<file path="src/design/srr_pkg.sv">
// Package for the segment reorder receiver: sizes, codes, entry layout and helpers.
package srr_pkg;

    // Number of early segments that the table can hold.
    localparam int TABLE_DEPTH = 16;

    // Entry index width and the sweep counter width, which also holds TABLE_DEPTH itself.
    localparam int IDX_W = (TABLE_DEPTH > 1) ? $clog2(TABLE_DEPTH) : 1;
    localparam int CNT_W = $clog2(TABLE_DEPTH + 1);

    typedef logic [IDX_W-1:0] t_idx;
    typedef logic [CNT_W-1:0] t_cnt;

    // Input command codes.
    localparam logic CMD_DATA = 1'b0;
    localparam logic CMD_END  = 1'b1;

    // Result kinds.
    typedef enum logic [1:0] {
        KIND_DELIVER = 2'd0,
        KIND_ACK     = 2'd1,
        KIND_FINAL   = 2'd2
    } t_kind;

    // Controller states.
    typedef enum logic [2:0] {
        S_IDLE,
        S_DUP,
        S_DELIVER,
        S_SCAN,
        S_ACK
    } t_state;

    // One stored early segment.
    typedef struct packed {
        logic [31:0] seq;
        logic [11:0] len;
        logic [7:0]  tag;
    } t_entry;

    localparam int ENTRY_W = $bits(t_entry);

    // Byte index plus length, saturating at the top of the index range.
    function automatic logic [31:0] sat_add(input logic [31:0] a, input logic [11:0] b);
        logic [32:0] sum;
        sum = {1'b0, a} + {21'd0, b};
        return sum[32] ? 32'hFFFF_FFFF : sum[31:0];
    endfunction

endpackage

</file>
<file path="src/design/segment_reorder_receiver.sv">
// Top level of the segment reorder receiver: controller, valid bits and entry memory.
//
// The block takes one item at a time. An end mark or a stale segment is answered
// with its ack, which is loaded into the output register from the ACK state. An
// early segment sweeps the entry memory once to look for a duplicate start index.
// An in-order segment is delivered, then the memory is swept (freeing entries that
// have fallen behind the index) until the stored segment that starts at the new
// index is found; each such segment is delivered and starts another sweep. The
// sweeps use the single read port of the entry memory, one entry per cycle.
// Results leave through an output register, and the block waits while that
// register is stalled.
module segment_reorder_receiver (
    input  logic        i_clk,
    input  logic        i_rst_n,
    input  logic        i_in_valid,
    output logic        o_in_stall,
    input  logic        i_cmd,
    input  logic [31:0] i_seq_index,
    input  logic [11:0] i_seg_length,
    input  logic [7:0]  i_payload_tag,
    output logic        o_out_valid,
    input  logic        i_out_stall,
    output logic [1:0]  o_kind,
    output logic [7:0]  o_out_tag,
    output logic [11:0] o_out_length,
    output logic [31:0] o_ack_index,
    output logic        o_dropped,
    output logic        o_last
);

    localparam srr_pkg::t_cnt CNT_DEPTH = srr_pkg::CNT_W'(srr_pkg::TABLE_DEPTH);

    // Control state.
    srr_pkg::t_state                   r_state, n_state;
    logic [31:0]                       r_exp, n_exp;
    logic [srr_pkg::TABLE_DEPTH-1:0]   r_valid, n_valid;
    srr_pkg::t_cnt                     r_rd_idx, n_rd_idx;
    logic                              r_chk, n_chk;
    srr_pkg::t_idx                     r_chk_idx, n_chk_idx;
    logic                              r_dup, n_dup;
    logic                              r_drop, n_drop;
    logic                              r_final, n_final;

    // Latched item fields, reused for the segment being delivered.
    logic [31:0]                       r_seq, n_seq;
    logic [11:0]                       r_len, n_len;
    logic [7:0]                        r_tag, n_tag;

    // Output register.
    logic                              r_o_valid, n_o_valid;
    srr_pkg::t_kind                    r_o_kind;
    logic [7:0]                        r_o_tag;
    logic [11:0]                       r_o_len;
    logic [31:0]                       r_o_ack;
    logic                              r_o_drop;
    logic                              r_o_last;

    // Result being loaded this cycle.
    logic                              emit;
    srr_pkg::t_kind                    emit_kind;
    logic [7:0]                        emit_tag;
    logic [11:0]                       emit_len;
    logic [31:0]                       emit_ack;
    logic                              emit_drop;

    // Memory port signals.
    logic                              ram_wr_en;
    srr_pkg::t_idx                     ram_wr_addr;
    srr_pkg::t_entry                   ram_wr_entry;
    logic                              ram_rd_en;
    srr_pkg::t_idx                     ram_rd_addr;
    logic [srr_pkg::ENTRY_W-1:0]       ram_rd_data;
    srr_pkg::t_entry                   rd_entry;

    logic                              in_accept;
    logic                              out_free;
    logic                              chk_live;
    logic                              free_found;
    srr_pkg::t_idx                     free_idx;

    srr_ram #(
        .WIDTH (srr_pkg::ENTRY_W),
        .DEPTH (srr_pkg::TABLE_DEPTH)
    ) u_entry_ram (
        .i_clk     (i_clk),
        .i_wr_en   (ram_wr_en),
        .i_wr_addr (ram_wr_addr),
        .i_wr_data (ram_wr_entry),
        .i_rd_en   (ram_rd_en),
        .i_rd_addr (ram_rd_addr),
        .o_rd_data (ram_rd_data)
    );

    assign rd_entry   = srr_pkg::t_entry'(ram_rd_data);
    assign o_in_stall = (r_state != srr_pkg::S_IDLE);
    assign in_accept  = i_in_valid && !o_in_stall;
    assign out_free   = !r_o_valid || !i_out_stall;
    assign chk_live   = r_chk && r_valid[r_chk_idx];

    // Lowest free entry of the table.
    always_comb begin
        free_found = 1'b0;
        free_idx   = '0;
        for (int i = srr_pkg::TABLE_DEPTH - 1; i >= 0; i--) begin
            if (!r_valid[i]) begin
                free_found = 1'b1;
                free_idx   = srr_pkg::IDX_W'(i);
            end
        end
    end

    // Next state, memory accesses and result selection.
    always_comb begin
        n_state      = r_state;
        n_exp        = r_exp;
        n_valid      = r_valid;
        n_rd_idx     = r_rd_idx;
        n_chk        = r_chk;
        n_chk_idx    = r_chk_idx;
        n_dup        = r_dup;
        n_drop       = r_drop;
        n_final      = r_final;
        n_seq        = r_seq;
        n_len        = r_len;
        n_tag        = r_tag;
        emit         = 1'b0;
        emit_kind    = srr_pkg::KIND_ACK;
        emit_tag     = '0;
        emit_len     = '0;
        emit_ack     = r_exp;
        emit_drop    = 1'b0;
        ram_wr_en    = 1'b0;
        ram_wr_addr  = free_idx;
        ram_wr_entry = '{seq: r_seq, len: r_len, tag: r_tag};
        ram_rd_en    = 1'b0;
        ram_rd_addr  = r_rd_idx[srr_pkg::IDX_W-1:0];

        case (r_state)
            srr_pkg::S_IDLE: begin
                if (in_accept) begin
                    n_seq     = i_seq_index;
                    n_len     = i_seg_length;
                    n_tag     = i_payload_tag;
                    n_drop    = 1'b0;
                    n_dup     = 1'b0;
                    n_final   = 1'b0;
                    n_rd_idx  = '0;
                    n_chk     = 1'b0;
                    if (i_cmd == srr_pkg::CMD_END) begin
                        n_final = 1'b1;
                        n_state = srr_pkg::S_ACK;
                    end else if (i_seq_index > r_exp) begin
                        n_state = srr_pkg::S_DUP;
                    end else if (i_seq_index == r_exp) begin
                        n_exp   = srr_pkg::sat_add(r_exp, i_seg_length);
                        n_state = srr_pkg::S_DELIVER;
                    end else begin
                        n_state = srr_pkg::S_ACK;
                    end
                end
            end

            // Sweep the table for a valid entry with the same start index.
            srr_pkg::S_DUP: begin
                if (chk_live && rd_entry.seq == r_seq) begin
                    n_dup = 1'b1;
                end
                if (r_rd_idx < CNT_DEPTH) begin
                    ram_rd_en = 1'b1;
                    n_chk     = 1'b1;
                    n_chk_idx = r_rd_idx[srr_pkg::IDX_W-1:0];
                    n_rd_idx  = r_rd_idx + srr_pkg::CNT_W'(1);
                end else begin
                    n_chk = 1'b0;
                end
                if (!r_chk && r_rd_idx == CNT_DEPTH) begin
                    if (!r_dup) begin
                        if (free_found) begin
                            ram_wr_en          = 1'b1;
                            n_valid[free_idx]  = 1'b1;
                        end else begin
                            n_drop = 1'b1;
                        end
                    end
                    n_state = srr_pkg::S_ACK;
                end
            end

            // Hand out the segment held in the latched fields, then look for the next one.
            srr_pkg::S_DELIVER: begin
                if (out_free) begin
                    emit      = 1'b1;
                    emit_kind = srr_pkg::KIND_DELIVER;
                    emit_tag  = r_tag;
                    emit_len  = r_len;
                    n_rd_idx  = '0;
                    n_chk     = 1'b0;
                    n_state   = srr_pkg::S_SCAN;
                end
            end

            // Free entries behind the index and stop at the first that starts at it.
            srr_pkg::S_SCAN: begin
                if (chk_live && rd_entry.seq == r_exp) begin
                    n_valid[r_chk_idx] = 1'b0;
                    n_exp   = srr_pkg::sat_add(r_exp, rd_entry.len);
                    n_len   = rd_entry.len;
                    n_tag   = rd_entry.tag;
                    n_chk   = 1'b0;
                    n_state = srr_pkg::S_DELIVER;
                end else begin
                    if (chk_live && rd_entry.seq < r_exp) begin
                        n_valid[r_chk_idx] = 1'b0;
                    end
                    if (r_rd_idx < CNT_DEPTH) begin
                        ram_rd_en = 1'b1;
                        n_chk     = 1'b1;
                        n_chk_idx = r_rd_idx[srr_pkg::IDX_W-1:0];
                        n_rd_idx  = r_rd_idx + srr_pkg::CNT_W'(1);
                    end else begin
                        n_chk = 1'b0;
                    end
                    if (!r_chk && r_rd_idx == CNT_DEPTH) begin
                        n_state = srr_pkg::S_ACK;
                    end
                end
            end

            // Closing ack or final ack for the item.
            srr_pkg::S_ACK: begin
                if (out_free) begin
                    emit      = 1'b1;
                    emit_kind = r_final ? srr_pkg::KIND_FINAL : srr_pkg::KIND_ACK;
                    emit_drop = r_drop;
                    n_state   = srr_pkg::S_IDLE;
                end
            end

            default: begin
                n_state = srr_pkg::S_IDLE;
            end
        endcase
    end

    // Output register valid: held while stalled, loaded when a result is emitted.
    always_comb begin
        if (emit) begin
            n_o_valid = 1'b1;
        end else if (r_o_valid && i_out_stall) begin
            n_o_valid = 1'b1;
        end else begin
            n_o_valid = 1'b0;
        end
    end

    // State register.
    always_ff @(posedge i_clk) begin
        if (!i_rst_n) begin
            r_state <= srr_pkg::S_IDLE;
        end else begin
            r_state <= n_state;
        end
    end

    // Control registers.
    always_ff @(posedge i_clk) begin
        if (!i_rst_n) begin
            r_exp     <= '0;
            r_valid   <= '0;
            r_rd_idx  <= '0;
            r_chk     <= 1'b0;
            r_chk_idx <= '0;
            r_dup     <= 1'b0;
            r_drop    <= 1'b0;
            r_final   <= 1'b0;
            r_o_valid <= 1'b0;
        end else begin
            r_exp     <= n_exp;
            r_valid   <= n_valid;
            r_rd_idx  <= n_rd_idx;
            r_chk     <= n_chk;
            r_chk_idx <= n_chk_idx;
            r_dup     <= n_dup;
            r_drop    <= n_drop;
            r_final   <= n_final;
            r_o_valid <= n_o_valid;
        end
    end

    // Payload registers.
    always_ff @(posedge i_clk) begin
        r_seq <= n_seq;
        r_len <= n_len;
        r_tag <= n_tag;
        if (emit) begin
            r_o_kind <= emit_kind;
            r_o_tag  <= emit_tag;
            r_o_len  <= emit_len;
            r_o_ack  <= emit_ack;
            r_o_drop <= emit_drop;
            r_o_last <= (emit_kind != srr_pkg::KIND_DELIVER);
        end
    end

    assign o_out_valid  = r_o_valid;
    assign o_kind       = r_o_kind;
    assign o_out_tag    = r_o_tag;
    assign o_out_length = r_o_len;
    assign o_ack_index  = r_o_ack;
    assign o_dropped    = r_o_drop;
    assign o_last       = r_o_last;

endmodule

</file>
<file path="src/design/srr_ram.sv">
// Generic simple dual-port RAM with one write port and one registered read port.
module srr_ram #(
    parameter int WIDTH = 8,
    parameter int DEPTH = 16
) (
    input  logic                                         i_clk,
    input  logic                                         i_wr_en,
    input  logic [((DEPTH > 1) ? $clog2(DEPTH) : 1)-1:0] i_wr_addr,
    input  logic [WIDTH-1:0]                             i_wr_data,
    input  logic                                         i_rd_en,
    input  logic [((DEPTH > 1) ? $clog2(DEPTH) : 1)-1:0] i_rd_addr,
    output logic [WIDTH-1:0]                             o_rd_data
);

    logic [WIDTH-1:0] r_mem [DEPTH];
    logic [WIDTH-1:0] r_rd_data;

    // Write port.
    always_ff @(posedge i_clk) begin
        if (i_wr_en) begin
            r_mem[i_wr_addr] <= i_wr_data;
        end
    end

    // Registered read port.
    always_ff @(posedge i_clk) begin
        if (i_rd_en) begin
            r_rd_data <= r_mem[i_rd_addr];
        end
    end

    assign o_rd_data = r_rd_data;

endmodule
</file>
<file path="config.mk">
export PLATFORM = sky130hd
export DESIGN_NAME = segment_reorder_receiver
export DESIGN_NICKNAME = d
export VERILOG_FILES = /design/src/design/srr_pkg.sv /design/src/design/segment_reorder_receiver.sv /design/src/design/srr_ram.sv
export SDC_FILE = /design/constraint.sdc
export NUM_CORES = 1
export LEC_CHECK = 0
export ABC_AREA = 1
export BUFFER_PORTS_ARGS = -buffer_cell sky130_fd_sc_hd__buf_2
export CAP_MARGIN = 5
export CORE_ASPECT_RATIO = 0.75
export CORE_UTILIZATION = 30
export CTS_BUF_LIST = sky130_fd_sc_hd__clkbuf_4 sky130_fd_sc_hd__clkbuf_8
export DETAILED_ROUTE_END_ITERATION = 16
export PLACE_DENSITY = 0.46
export REMOVE_ABC_BUFFERS = 1
export SYNTH_ARGS = -nofsm -noshare
export SYNTH_HDL_FRONTEND = slang
export SYNTH_SLANG_ARGS = --single-unit
export TNS_END_PERCENT = 20
</file>
<file path="constraint.sdc">
create_clock -name i_clk -period 9.5 [get_ports i_clk]
set_clock_uncertainty 0.15 [all_clocks]
set_input_delay 0.475 -clock i_clk [delete_from_list [all_inputs] [get_ports i_clk]]
set_output_delay 0.475 -clock i_clk [all_outputs]
set_load 0.01 [all_outputs]
</file>
# --- Word-level counts from Yosys, hierarchy flattened ---
# Memories as Yosys holds them, arrays and structs flattened. A register that Yosys moved wholly into a read port is not among the register bits.
# Index checks and enable logic that the tools add are counted.
op_classes:
  add_sub_neg: 3
  order_cmp: 7
  eq_ne: 22
  mux: 102
  bitwise: 3
  reduce_logical: 34
op_table:
  columns: ["cell", "count"]
  rows:
  - ["32-bit 2-to-1 mux", 7]
  - ["32-bit equality test", 3]
  - ["16-bit 2-to-1 mux", 5]
  - ["4-bit 2-to-1 mux", 18]
  - ["32-bit by 12-bit adder with 33-bit output", 2]
  - ["32-bit case mux with 2 select lines", 1]
  - ["1-bit 2-to-1 mux", 39]
  - ["32-bit greater-than comparator", 1]
  - ["32-bit less-than comparator", 1]
  - ["16-bit case mux with 2 select lines", 1]
  - ["2-bit inequality test (second input constant)", 13]
  - ["12-bit 2-to-1 mux", 2]
  - ["3-bit 2-to-1 mux", 8]
  - ["12-bit case mux with 2 select lines", 1]
  - ["5-bit 2-to-1 mux", 4]
  - ["5-bit case mux with 4 select lines", 1]
  - ["16-bit bitwise AND", 1]
  - ["8-bit 2-to-1 mux", 2]
  - ["16-bit NOT", 1]
  - ["16-bit OR", 1]
  - ["8-bit case mux with 2 select lines", 1]
  - ["3-bit case mux with 5 select lines", 1]
  - ["3-bit AND reduction", 4]
  - ["4-bit by 5-bit less-than comparator with 1-bit output (second input constant)", 2]
  - ["27 further kinds", 51]
word_totals:
  ff_bits: 173
  mem_bits_rw: 832
  in_bits: 57
  out_inout_bits: 58
  n_memories: 1
memory_table:
  columns: ["memory", "depth", "width", "rd", "rd_ports_with_merged_regs", "write_ports", "line_no", "text"]
  rows:
  - ["u_entry_ram.r_mem", 16, 52, 1, 1, 1, "srr_ram.sv:15", "logic [WIDTH-1:0] r_mem [DEPTH];"]

# --- Longest topological paths before layout ---
depth:
  word_depth: 25
  depth_mapped: 20

# --- Modules after synthesis ---
# From an unflattened synthesis, not the netlist that was laid out.
hier_totals:
  hier_cells: 4897
  hier_area_um2: 48449.0
modules_own_cells:
  columns: ["module", "n_inst", "cells_each", "area_per_inst_um2", "seq_area_each_um2"]
  rows:
  - ["srr_ram", 1, 3426, 37040.5, 26545.5]
  - ["segment_reorder_receiver", 1, 1471, 11408.4, 4544.4]

# --- Least setup slack after synthesis ---
# No wires, ideal clock.
synth_path:
  path_type: "reg2reg"
  from: "register r_rd_idx[0]"
  to: "memory u_entry_ram.r_mem[0][0] in the netlist's numbering (enable)"
  arrival_time_ns: 6.708
  required_time_ns: 8.760
  path_slack_ns: 2.051
  stages_incl_launch_ff: 9
  period_less_slack_ns: 7.449
  cell_sequence: "dfxtp_1 -> inv_1 -> clkbuf_1 -> clkbuf_1 -> ha_1 -> nand4_1 -> inv_1 -> nand4_1 -> nor4_1"
synth_via:
  elab_chain_len: 6
synth_rtl:
  columns: ["item", "line_no", "text"]
  rows:
  - ["start, declared", "segment_reorder_receiver.sv:37", "srr_pkg::t_cnt r_rd_idx, n_rd_idx;"]
  - ["start signal, assigned", "segment_reorder_receiver.sv:280", "r_rd_idx <= n_rd_idx;"]
  - ["5-bit equality test", "segment_reorder_receiver.sv:176", "if (!r_chk && r_rd_idx == CNT_DEPTH) begin"]
  - ["1-bit logical AND", "segment_reorder_receiver.sv:176", null]
  - ["1-bit 2-to-1 mux", "segment_reorder_receiver.sv:176", null]
  - ["1-bit 2-to-1 mux", "segment_reorder_receiver.sv:138", "case (r_state)"]
  - ["1-bit 2-to-1 mux", "srr_ram.sv:20", "if (i_wr_en) begin"]
  - ["1-bit 2-to-1 mux (not written as such)", "srr_ram.sv:21", "r_mem[i_wr_addr] <= i_wr_data;"]
  - ["end, declared", "srr_ram.sv:15", null]
# No other way between the ends.

# --- Worst setup path after layout ---
layout_path:
  from: "register r_exp[15], in the netlist emit_ack[15]"
  to: "register r_exp[18], in the netlist emit_ack[18]"
layout_via:
  elab_chain_len: 7
layout_rtl:
  columns: ["item", "line_no", "text"]
  rows:
  - ["start, declared", "segment_reorder_receiver.sv:35", "logic [31:0] r_exp, n_exp;"]
  - ["start signal, assigned", "segment_reorder_receiver.sv:278", "r_exp <= n_exp;"]
  - ["32-bit by 12-bit adder with 33-bit output", "srr_pkg.sv:46", "sum = {1'b0, a} + {21'd0, b};"]
  - ["32-bit 2-to-1 mux", "srr_pkg.sv:47", "return sum[32] ? 32'hFFFF_FFFF : sum[31:0];"]
  - ["32-bit 2-to-1 mux", "segment_reorder_receiver.sv:154", "end else if (i_seq_index == r_exp) begin"]
  - ["32-bit 2-to-1 mux", "segment_reorder_receiver.sv:152", "end else if (i_seq_index > r_exp) begin"]
  - ["32-bit 2-to-1 mux", "segment_reorder_receiver.sv:149", "if (i_cmd == srr_pkg::CMD_END) begin"]
  - ["32-bit 2-to-1 mux", "segment_reorder_receiver.sv:140", "if (in_accept) begin"]
  - ["32-bit case mux with 2 select lines", "segment_reorder_receiver.sv:138", null]
# Parallel ways exist; a longest one is shown, timed or not. The select of a mux whose other input is x is not followed.
# A chain may end at the register's enable or synchronous reset.

==> metrics.yaml <==
outcome: "finished, final reports clean"
rsz0062_at_grt: "false"
vdd_ir_drop_max_uv: 118
yosys.area.top_type: "edfxtp_1"
cts_resized: 0
power.net_switching_uw: 2680
final-max-slew-violation-count: 0
grt_pass1_vias: 29600
rows: 122
slew_headroom_pct: 11.6
yosysSeqAreaShare_pct: 69.7
worst_hold_path_type: "in -> reg"
yosysTopAreaCellShare_pct: 66.8
maxCapViolations: 0
max_clock_freq_ghz: 0.207
synth_area_leaders: "edfxtp_1, o21ai_0, nor2_1"
rr_endpoint: "emit_ack[18]$_SDFFE_PN0P_"
p_sw_share_pct: 26.4
ys.flop_type: "edfxtp_1"
worst-path-max-fanout: 48
gp_congestion: 0.913
multiInputGateArea_um2: 12200
clockBufferDepth: 3
power_frac_comb_pct: 8.7
root_buffer: "clkbuf_8"
core_um2: 147000
clk_pin_slew_ns: 0.08
port-buffer-count: 114
drt-wirelength-per-cell_um: 23.6
met3_usage_pct: 2.97
grt_pass1_wl_um: 209000
h-tree-depth: 4
fillers: 14800
worst_ep_required_time_ns: 10.08
synth_seq_cells: 1057
startpoint_type: "flip-flop"
drt_iter0_drc: 2585
p_seq_share_pct: 53.4
finalSetupViolCount: 0
finalWorstSetupSlack_ns: 4.68
dpl_cell_area_um2: 47500
synth.yosys.warnings: 0
critPathKind: "reg -> reg"
drc: 0
min_from: "i_rst_n"
ys_types: 44
setup_tns_ns: 0
dr_total_vias: 30800
clkPwrFrac_pct: 38.0
p_int_uw: 7450
dieArea_um2: 150000
clock-sinks: 1057
register_area_um2: 31100
syn_inst: 3805
routed_via_density: 5.03
area.growth.synth_to_final_pct: 14.9
track_usage_pct: 19.0
crit_path_end_kind: "flip-flop"
grtUsageMet2_pct: 29.0
chipWidth_um: 447
syn_area_um2: 44600
preCtsSetupSlack_ns: 4.69
hold_viol: 0
min_path_cells: 4
syn_avg_cell_area_um2: 11.7
r2r_slack_ns: 4.68
p_leak_uw: 0.0172
r2r_start: "emit_ack[15]$_SDFFE_PN0P_"
period_share_pct: 50.8
cts_buffers: 165
grt_antenna_before_repair: 5
grt_start_max_net_pins: 203
fin_area_um2: 51200
synth-edff-count: 992
top_usage_layer: "met2"
worstRegToRegCells: 15
first_pass_iters: 5
num_io_pins: 115
wl_um: 145000
grt_overflow: 0
synth-async-reset-ratio_pct: 0
clock_latency_ns: 0.89
die_h_um: 336
tightest_slew_ns: 1.33
post-route-min-period_ns: 4.82
holdPathEnd: "r_valid[5]$_SDFFE_PN0P_"
start_util_pct: 30.2
antenna_left: 0
cts_tree: "yes"
dpl.hpwl_um: 85500
p_per_area_nw_per_um2: 198
finish.net_count: 4149
grt_use_met1_pct: 27.6
drive_gt1_share_pct: 11.4
critPathArrivalTime_ns: 5.40
[what timing repair did]
item	in CTS	in global routing
buffers inserted	0	0
hold endpoints to repair	60	0
hold buffers	57	0
[synth_stat cells, types with 3 or more instances]
cell type  number
edfxtp_1      992
nor2_1        559
o21ai_0       555
nand2_1       510
o22ai_1       209
clkbuf_1      175
inv_1         167
a21oi_1       106
nand4_1        98
ha_1           90
nand3_1        89
dfxtp_1        65
xnor2_1        31
nor3_1         26
xor2_1         20
a31oi_1        17
buf_2          11
o211ai_1       10
nor4_1          7
buf_1           6
nand3_2         6
a21o_1          5
a211oi_1        4
a21oi_2         4
and3_1          4
inv_2           4
or2_2           4
nor3b_1         3
o21bai_1        3
[critical path: stages, from the launching register on]
cell     delay [ns]
dfxtp_1        0.46
inv_1          0.17
ha_1           0.34
nand2_1        0.07
inv_1          0.05
nand3_1        0.08
nor3_1         0.44
nand3_1        0.24
nor2_1         0.36
nand3_2        0.15
nand2_2        0.64
nand3_4        0.41
inv_2          0.80
nand3_1        0.14
nand2_1        0.10
a21oi_1        0.06
[routing by layer]
layer	wire length [um]	up-vias	part of all wire (%)
met5	13	-	0.0090
met1	69000	15400	48
met3	8220	191	5.7
li1	-	14200	-
met4	3620	2	2.5
met2	63800	942	44
[metrics by stage]
step / instances / hold WS, ns / utilization (%) / total power (uW)
floorplan: 3609 / 0.291 / - / 5960
global placement: 5760 / 0.306 / 32.2 / 6380
detailed placement: 5760 / 0.310 / 32.2 / 6370
CTS: 6115 / 0.0321 / 34.7 / 10200
global route: 6116 / 0.109 / 34.7 / 10500
finish: 6119 / 0.112 / 34.7 / 10100
[sequential cells by signal (all words and copies together) (netlist names), 4 cells and up]
signal,flops
o_out_length,12
u_entry_ram.r_mem,832
o_ack_index,32
r_rd_idx,5
r_seq,32
r_len,12
r_tag,8
r_chk_idx,4
emit_ack,32
o_out_tag,8
r_valid,16
u_entry_ram.o_rd_data,52
[logic make-up after synthesis]
logic type                 Yosys count  synth area share [%]
and+or+nand+nor                   1317                  12.3
DFF                               1057                  69.7
AOI/OAI and AO/OA                  919                  11.1
buffers and inverters              369                  3.21
adders and majority gates           92                  2.62
xor gates and xnor gates            51                  1.00
[cell type report]
| cell class | count | share of cell area (%) |
|---|---|---|
| Tap cell | 1984 | 4.85 |
| Sequential cell | 1057 | 60.7 |
| Clock buffer | 215 | 5.19 |
| Timing Repair Buffer | 224 | 3.08 |
| Antenna cell | 4 | 0.0195 |
| Multi-Input combinational cell | 2379 | 23.8 |
| Clock inverter | 83 | 1.02 |
| Inverter | 173 | 1.30 |
[cell usage in the layout (no fill, tap or decap), types with 50 or more instances in the layout]
cell type / n
o21ai_0: 555
clkbuf_8: 167
ha_1: 90
o22ai_1: 209
dlygate4sd3_1: 57
a21oi_1: 106
nand4_1: 98
nand2_1: 509
buf_4: 50
edfxtp_1: 992
inv_1: 163
buf_2: 114
nand3_1: 89
clkinv_1: 50
nor2_1: 540
dfxtp_1: 63
[worst max path at each step]
stage,from,to,slack (ns)
floorplan,r_rd_idx[0]$_SDFFE_PN0P_,u_entry_ram.r_mem[0][0]$_DFFE_PP_,-10.03
global placement,emit_ack[15]$_SDFFE_PN0P_,emit_ack[18]$_SDFFE_PN0P_,4.67
detailed placement,emit_ack[15]$_SDFFE_PN0P_,emit_ack[18]$_SDFFE_PN0P_,4.69
CTS,emit_ack[15]$_SDFFE_PN0P_,emit_ack[18]$_SDFFE_PN0P_,4.69
global route,emit_ack[15]$_SDFFE_PN0P_,emit_ack[12]$_SDFFE_PN0P_,4.28
finish,emit_ack[15]$_SDFFE_PN0P_,emit_ack[18]$_SDFFE_PN0P_,4.68
[power groups by stage]
stage	combinational (uW)	sequential, uW	clock (uW)
floorplan	507	5460	0
global placement	869	5510	0
detailed placement	861	5510	0
CTS	884	5410	3940
global route	976	5420	4120
finish	878	5410	3850
Power figures use the tool's default switching activity.
